## src/rtl/adaptive_breakpoint_interp_table_assert.svh

```systemverilog
// ----------------------------------------------------------------------------
// Assertion macros shared by the breakpoint table RTL
// Each macro expands to one labeled concurrent assertion on i_clk.
// ----------------------------------------------------------------------------
`ifndef ADAPTIVE_BREAKPOINT_INTERP_TABLE_ASSERT_SVH
`define ADAPTIVE_BREAKPOINT_INTERP_TABLE_ASSERT_SVH

// same-cycle implication, checked outside reset
`define ABIT_ASSERT_IMP(lbl, ante, cons) \
    lbl: assert property (@(posedge i_clk) disable iff (!i_rst_n) (ante) |-> (cons)) \
        else $error("abit assertion failed");

// next-cycle implication, checked outside reset
`define ABIT_ASSERT_NXT(lbl, ante, cons) \
    lbl: assert property (@(posedge i_clk) disable iff (!i_rst_n) (ante) |=> (cons)) \
        else $error("abit assertion failed");

`endif

```

## src/rtl/abit_pkg.sv

```systemverilog
`timescale 1ns / 1ps
// ----------------------------------------------------------------------------
// abit_pkg
// Types and constants of the adaptive breakpoint interpolation table.
// ----------------------------------------------------------------------------
package abit_pkg;

    localparam int IqW     = 24;
    localparam int PsiW    = 16;
    localparam int CfgW    = 16;
    localparam int CfgIdxW = 3;
    localparam int ProdW   = 50;
    localparam int DenW    = 25;
    localparam int DivSteps = 26;
    localparam int DivCntW = 5;

    // commands
    localparam logic [1:0] CMD_SAMPLE = 2'd0;
    localparam logic [1:0] CMD_INSERT = 2'd1;
    localparam logic [1:0] CMD_CLEAR  = 2'd2;

    // insert status codes
    localparam logic [1:0] INS_NONE    = 2'd0;
    localparam logic [1:0] INS_APPEND  = 2'd1;
    localparam logic [1:0] INS_REPLACE = 2'd2;
    localparam logic [1:0] INS_DROP    = 2'd3;

    // configuration register indexes
    localparam logic [CfgIdxW-1:0] CFG_STABLE_BAND  = 3'd0;
    localparam logic [CfgIdxW-1:0] CFG_STABLE_NEED  = 3'd1;
    localparam logic [CfgIdxW-1:0] CFG_MIN_WIDTH    = 3'd2;
    localparam logic [CfgIdxW-1:0] CFG_NEAR_END     = 3'd3;
    localparam logic [CfgIdxW-1:0] CFG_COOLDOWN     = 3'd4;

    typedef struct packed {
        logic [1:0]            command;
        logic signed [IqW-1:0] sample_iq;
        logic signed [IqW-1:0] point_iq;
        logic signed [IqW-1:0] point_id;
        logic [PsiW-1:0]       point_psi;
        logic                  point_fixed;
    } t_in_item;

    typedef struct packed {
        logic signed [IqW-1:0] id_ref;
        logic                  id_updated;
        logic                  request_valid;
        logic [PsiW-1:0]       request_psi;
        logic signed [IqW-1:0] request_iq;
        logic [1:0]            insert_status;
        logic [5:0]            entry_count;
    } t_out_item;

    typedef struct packed {
        logic [CfgIdxW-1:0] index;
        logic [CfgW-1:0]    value;
    } t_cfg_wr;

    typedef struct packed {
        logic signed [IqW-1:0] iq;
        logic signed [IqW-1:0] id;
        logic [PsiW-1:0]       psi;
        logic                  fixed;
    } t_entry;

    typedef enum logic [3:0] {
        S_IDLE,
        S_SLOT,
        S_POS,
        S_SHIFT,
        S_PUT,
        S_SEARCH,
        S_MUL,
        S_DSTART,
        S_DIV,
        S_FILT,
        S_DONE
    } t_state;

    // absolute difference of two currents
    function automatic logic [IqW:0] abs_diff(logic signed [IqW-1:0] a,
                                              logic signed [IqW-1:0] b);
        logic signed [IqW:0] d;
        d = {a[IqW-1], a} - {b[IqW-1], b};
        return d[IqW] ? (IqW+1)'(-d) : d;
    endfunction

endpackage

```

## src/rtl/abit_div.sv

```systemverilog
`timescale 1ns / 1ps
// ----------------------------------------------------------------------------
// abit_div
// Restoring divider, one quotient bit per cycle, for the interpolation weight.
// ----------------------------------------------------------------------------
module abit_div (
    input  logic                            i_clk,
    input  logic                            i_rst_n,
    input  logic                            i_start,
    input  logic [abit_pkg::ProdW-1:0]      i_num,
    input  logic [abit_pkg::DenW-1:0]       i_den,
    output logic                            o_done,
    output logic [abit_pkg::DivSteps-1:0]   o_quo
);

    logic [abit_pkg::DenW-1:0]     r_rem;
    logic [abit_pkg::DivSteps-1:0] r_quo;
    logic [abit_pkg::DivCntW-1:0]  r_cnt;
    logic                          r_done;

    logic [abit_pkg::DenW:0]       sh;
    logic                          ge;
    logic [abit_pkg::DenW:0]       sub;

    // one trial subtraction per cycle
    always_comb begin
        sh  = {r_rem, r_quo[abit_pkg::DivSteps-1]};
        ge  = sh >= {1'b0, i_den};
        sub = sh - {1'b0, i_den};
    end

    always_ff @(posedge i_clk) begin
        if (!i_rst_n) begin
            r_cnt  <= '0;
            r_done <= 1'b0;
        end else begin
            r_done <= 1'b0;
            if (i_start) begin
                r_cnt <= abit_pkg::DivCntW'(abit_pkg::DivSteps);
            end else if (r_cnt != '0) begin
                r_cnt <= r_cnt - 1'b1;
                if (r_cnt == abit_pkg::DivCntW'(1)) begin
                    r_done <= 1'b1;
                end
            end
        end
    end

    // top bits of the dividend are already below the divisor
    always_ff @(posedge i_clk) begin
        if (i_start) begin
            r_rem <= abit_pkg::DenW'(i_num[abit_pkg::ProdW-1:abit_pkg::DivSteps]);
            r_quo <= i_num[abit_pkg::DivSteps-1:0];
        end else if (r_cnt != '0) begin
            r_rem <= ge ? sub[abit_pkg::DenW-1:0] : sh[abit_pkg::DenW-1:0];
            r_quo <= {r_quo[abit_pkg::DivSteps-2:0], ge};
        end
    end

    assign o_done = r_done;
    assign o_quo  = r_quo;

endmodule

```

## config.mk

```make
export PLATFORM = sky130hd
export DESIGN_NAME = abit_div
export DESIGN_NICKNAME = d
export VERILOG_FILES = /design/src/rtl/adaptive_breakpoint_interp_table_assert.svh /design/src/rtl/abit_pkg.sv /design/src/rtl/abit_div.sv
export SDC_FILE = /design/constraint.sdc
export NUM_CORES = 1
export LEC_CHECK = 0
export ABC_AREA = 0
export BUFFER_PORTS_ARGS = -buffer_cell sky130_fd_sc_hd__buf_2
export CAP_MARGIN = 20
export CORE_MARGIN = 1
export CORE_UTILIZATION = 40
export CTS_BUF_LIST = sky130_fd_sc_hd__clkbuf_4 sky130_fd_sc_hd__clkbuf_8
export CTS_CLUSTER_SIZE = 12
export DETAILED_ROUTE_END_ITERATION = 8
export PLACE_DENSITY = 0.64
export SLEW_MARGIN = 15
export SYNTH_ARGS = -nofsm -noshare
export SYNTH_HDL_FRONTEND = slang
export SYNTH_SLANG_ARGS = --single-unit
```

## constraint.sdc

```tcl
create_clock -name i_clk -period 4.1 [get_ports i_clk]
set_clock_uncertainty 0.1 [all_clocks]
set_input_delay 0.205 -clock i_clk [delete_from_list [all_inputs] [get_ports i_clk]]
set_output_delay 0.205 -clock i_clk [all_outputs]
set_load 0.01 [all_outputs]
```

# --- After elaboration in Yosys (flattened, before gate mapping) ---
# Cells that the tools add are included.
word_totals:
  reg_bits: 57
  inputBits: 78
classes:
  addsub: 2
  order_cmp: 1
  n_mux: 8
  bitwise: 2
  n_reduce_logical: 4
  eq_ne: 1
ops:
  columns: ["cell", "n"]
  rows:
  - ["two-way mux 26 bit", 2]
  - ["two-way mux 24 bit", 2]
  - ["greater-or-equal comparator 26 x 25 -> 1 bit", 1]
  - ["two-way mux 25 bit", 1]
  - ["subtractor 25 bit", 1]
  - ["two-way mux 5 bit", 2]
  - ["equality test 5 x 1 -> 1 bit, second input constant", 1]
  - ["nonzero test 5 bit", 1]
  - ["subtractor 5 x 1 -> 5 bit, second input constant", 1]
  - ["OR reduction 3 bit", 1]
  - ["NOT 1 bit", 2]
  - ["nonzero test 2 bit", 1]
  - ["OR reduction 2 bit", 1]
  - ["two-way mux 1 bit", 1]

# --- Logic depth before layout (Yosys ltp) ---
depth:
  ltp_word: 4
  ltp_mapped: 14
  depth_no_buf: 12

# --- Worst setup path before layout ---
# Ideal clock, no wire load.
synth_path:
  path_type: "flip-flop to flip-flop"
  startpoint: "register r_quo, in the netlist o_quo[25]"
  endpoint: "register r_quo, in the netlist o_quo[0] (data pin)"
  setup_ns: 0.260
  path_buffers: 2
  setup_slack_ns: 0.825
  path_stages_with_launch: 14
  t_required_ns: 3.740
  t_arrival_ns: 2.915
  path_cell_list: "edfxtp_1 > inv_1 > ha_1 > inv_1 > fa_1 > a211oi_1 > o21a_1 > o31ai_4 > a31oi_2 > a211oi_4 > or2_1 > buf_6 > buf_6 > mux2_2"
synth_between:
  elab_chain_len: 3
synth_rtl:
  columns: ["item", "line", "rtl"]
  rows:
  - ["start, declared", "abit_div.sv:17", "logic [abit_pkg::DivSteps-1:0] r_quo;"]
  - ["start signal, assigned", "abit_div.sv:53", "r_quo <= i_num[abit_pkg::DivSteps-1:0];"]
  - ["start signal, assigned", "abit_div.sv:56", "r_quo <= {r_quo[abit_pkg::DivSteps-2:0], ge};"]
  - ["greater-or-equal comparator 26 x 25 -> 1 bit", "abit_div.sv:28", "ge = sh >= {1'b0, i_den};"]
  - ["two-way mux 26 bit", "abit_div.sv:54", "end else if (r_cnt != '0) begin"]
  - ["two-way mux 26 bit", "abit_div.sv:51", "if (i_start) begin"]
# Every way passes these cells. The select of a mux whose other input is x is not followed.
# A chain may end at the register's enable or synchronous reset.

# --- Worst setup path after layout ---
layout_path:
  startpoint: "register r_quo, in the netlist o_quo[25]"
  endpoint: "register r_rem[18] in the netlist's numbering (data pin)"
layout_between:
  elab_chain_len: 4
layout_rtl:
  columns: ["item", "line", "rtl"]
  rows:
  - ["subtractor 25 bit or greater-or-equal comparator 26 x 25 -> 1 bit (tied branches)", "abit_div.sv:29, abit_div.sv:28", null]
  - ["two-way mux 25 bit *", "abit_div.sv:55", "r_rem <= ge ? sub[abit_pkg::DenW-1:0] : sh[abit_pkg::DenW-1:0];"]
  - ["two-way mux 24 bit *", "abit_div.sv:54", null]
  - ["two-way mux 24 bit *", "abit_div.sv:51", null]
  - ["end signal, assigned", "abit_div.sv:52", "r_rem <= abit_pkg::DenW'(i_num[abit_pkg::ProdW-1:abit_pkg::DivSteps]);"]
  - ["end signal, assigned", "abit_div.sv:55", null]
  - ["end, declared", "abit_div.sv:16", "logic [abit_pkg::DenW-1:0] r_rem;"]
# Mark *: on every way between the ends. The rest lies on a longest branch, timed or not. The select of a mux whose other input is x is not followed.

==> metrics.md <==
| Metric | Value |
|---|---|
| Leak pwr | 2.174 nW |
| RD Place Congestion | 0.8083 |
| Netlist cell types | 52 |
| Clk buf depth | 2 |
| CP max FO | 15 |
| Asr flop ratio synth | 0 |
| IO Count | 105 |
| Initial antenna violation count | 0 |
| GR Util All Layers | 0.1973 |
| Most frequent cells in the layout | buf_2, edfxtp_1, inv_1, nor2_1, a21oi_1 |
| Sequential share of the synthesized area | 0.4112 |
| Final setup vio count | 0 |
| Core area | 9729 um^2 |
| Worst Setup Start Kind | register |
| Worst IR Drop VDD | 0.2740 mV |
| Die Span Y | 101.9 um |
| Worst slew margin | 0.4267 |
| Hold_buf cts | 0 |
| Clk sinks | 57 |
| CP Capture Type | register |
| Most common cell after layout, fill and taps aside | buf_2 |
| Die Span X | 101.9 um |
| Post-Syn Area per Cell | 10.13 um^2 |
| Fin Setup TNS | 0 ps |
| Starting Density | 0.4104 |
| H-tree Lvls | 3 |
| Max-slew violations | 0 |
| Worst hold slack | 18.96 ps |
| Pwr dens | 682.1 nW/um^2 |
| Num rows | 36 |
| Final Cell Area | 4871 um^2 |
| Setup bufs post-CTS | 0 |
| # diodes | 0 |
| CTS resizes | 0 |
| Largest net degree at the start of global routing | 43 |
| Via/cell ratio | 5.213 |
| Final Cycle Share | 0.9217 |
| Post-DP HPWL | 6902 um |
| Remaining antenna violation count after routing | 0 |
| Area added between synthesis and finish | 22.00% |
| Clock Tree Root | clkbuf_8 |
| # port buffers | 104 |
| Nets@finish | 607 |
| Data arrival, critical path | 3740 ps |
| First-pass GRT wire length | 15,710 um |
| CTS buffer count | 9 |
| Clock period minus worst slack | 3779 ps |
| EDFF count, synth | 50 |
| Final Core Density | 0.5006 |
| Unrepaired setup endpoints after global routing | false |
| Net Count, Synth | 500 |
| Main synth FF type | edfxtp_1 |
| Hold Crit Class | in2reg |
| Die area | 10,380 um^2 |
| Max Freq | 264.6 MHz |
| Placed cell areas | 4644 um^2 |
| Post-synthesis register bit count | 57 |
| Drt first-iter violations | 140 |
| Clk slew on worst S/H paths | 80 ps |
| Hold Fails Final Rpt | 0 |
| DRC Markers | 0 |
| Vias | 3,331 |
| Global route total overflow | 0 |
| Drt wl/cell | 14.78 um |
| Clock Latency Late Sink | 340 ps |
| Synth Cell Area | 3993 um^2 |
| Classification of the worst setup path | reg2reg |
| Vias in the first global route | 3,402 |
| Max-cap violations | 0 |
| TritonCTS clock tree | yes |
| Synth Instances | 394 |
| Synth warn | 0 |
| Fraction of layout instances using a drive strength above 1 | 0.3202 |
| Post-Route WL | 9447 um |
| DRT Pass-1 Iters | 4 |
| Worst path required time | 4070 ps |
| Status | finished, final reports clean |
| Worst slew pin tran | 857.0 ps |
## sequential cells by signal (all words and copies together), names as in the netlist
signal  flops
o_quo      26
r_cnt       5
r_rem      25
o_done      1
## cells by family after synthesis
kind of cell / after synthesis / share of synthesized area
compound gates: 96 / 0.1642
xor+xnor: 20 / 0.04387
fa+ha+maj: 28 / 0.08963
buf+inv: 51 / 0.05453
flops: 57 / 0.4112
mux: 44 / 0.1191
simple gates: 98 / 0.1175
## power breakdown
| group | internal [mW] | switching, mW |
|---|---|---|
| Clock | 0.361 | 0.261 |
| Sequential | 0.866 | 0.104 |
| Combinational | 0.786 | 0.944 |
| Total | 2.01 | 1.31 |
## per-stage QoR
stage,power (mW),setup slack (ps),cells
6_report,3.322,321.2,639
5_1_grt,3.594,50.34,639
4_1_cts,3.338,337.4,639
3_5_place_dp,2.697,379.2,623
3_3_place_gp,2.681,475.1,623
2_1_floorplan,2.339,825.2,394
## final cells by class
class / instances / area, um^2
clock inverter: 6 / 88.84
sequential: 57 / 1642
timing repair buffer: 109 / 558.0
clock buffer: 10 / 137.6
inverter: 38 / 142.6
fill: 970 / 4858
multi-input combinational: 286 / 2136
tap: 133 / 166.4
## cell usage after synthesis, types with 2 or more instances
| cell | count | share of area |
|---|---|---|
| ha_1 | 27 | 0.085 |
| o22ai_1 | 2 | 0.0031 |
| or3_1 | 5 | 0.0078 |
| inv_1 | 38 | 0.036 |
| nand3_1 | 8 | 0.010 |
| a221oi_1 | 2 | 0.0044 |
| nor3_1 | 7 | 0.0088 |
| nor2_2 | 2 | 0.0031 |
| nand4_1 | 4 | 0.0063 |
| a211oi_1 | 5 | 0.0094 |
| nor2b_1 | 3 | 0.0047 |
| a31oi_1 | 7 | 0.011 |
| buf_6 | 3 | 0.0085 |
| mux2_2 | 28 | 0.079 |
| dfxtp_1 | 7 | 0.035 |
| o21a_1 | 8 | 0.015 |
| nor2_1 | 30 | 0.028 |
| o21bai_1 | 3 | 0.0056 |
| and3_1 | 5 | 0.0078 |
| nor3b_1 | 2 | 0.0038 |
| o211ai_1 | 2 | 0.0038 |
| a2111o_1 | 2 | 0.0056 |
| clkbuf_1 | 9 | 0.0085 |
| nor4_1 | 3 | 0.0047 |
| a21oi_1 | 30 | 0.038 |
| a221o_1 | 2 | 0.0050 |
| edfxtp_1 | 50 | 0.38 |
| xnor2_1 | 16 | 0.035 |
| mux2i_1 | 16 | 0.040 |
| a21o_1 | 6 | 0.011 |
| xor2_1 | 4 | 0.0088 |
| o21ai_0 | 15 | 0.019 |
| nand2_1 | 24 | 0.023 |
## critical path: stages (launching register included)
cell and delay, ps:
edfxtp_1 380, inv_1 50, ha_1 180, inv_1 60
fa_1 210, a211oi_1 110, o21a_1 240, o31ai_4 350
a31oi_2 220, a211oi_4 330, or2_1 690, buf_4 280
mux2i_1 200, a21oi_1 90
## worst paths after layout
check,from,depth (start not counted),slack (ps),endpoint
setup / recovery,o_quo[25],13,320,r_rem[18]
hold / removal,i_rst_n,2,20,r_cnt[1]
setup reg to reg,o_quo[25],13,320,r_rem[18]
hold reg to reg,r_cnt[3],1,380,o_done
## metal layers
layer	global-route usage	vias to the layer above	share of wire
li1	-	1671	-
met1	0.2468	1544	0.46
met2	0.3264	111	0.45
met3	0.06224	5	0.078
met4	0.06044	0	0.0080
met5	0	-	0
Note: power is estimated with default switching activity, not from simulation.
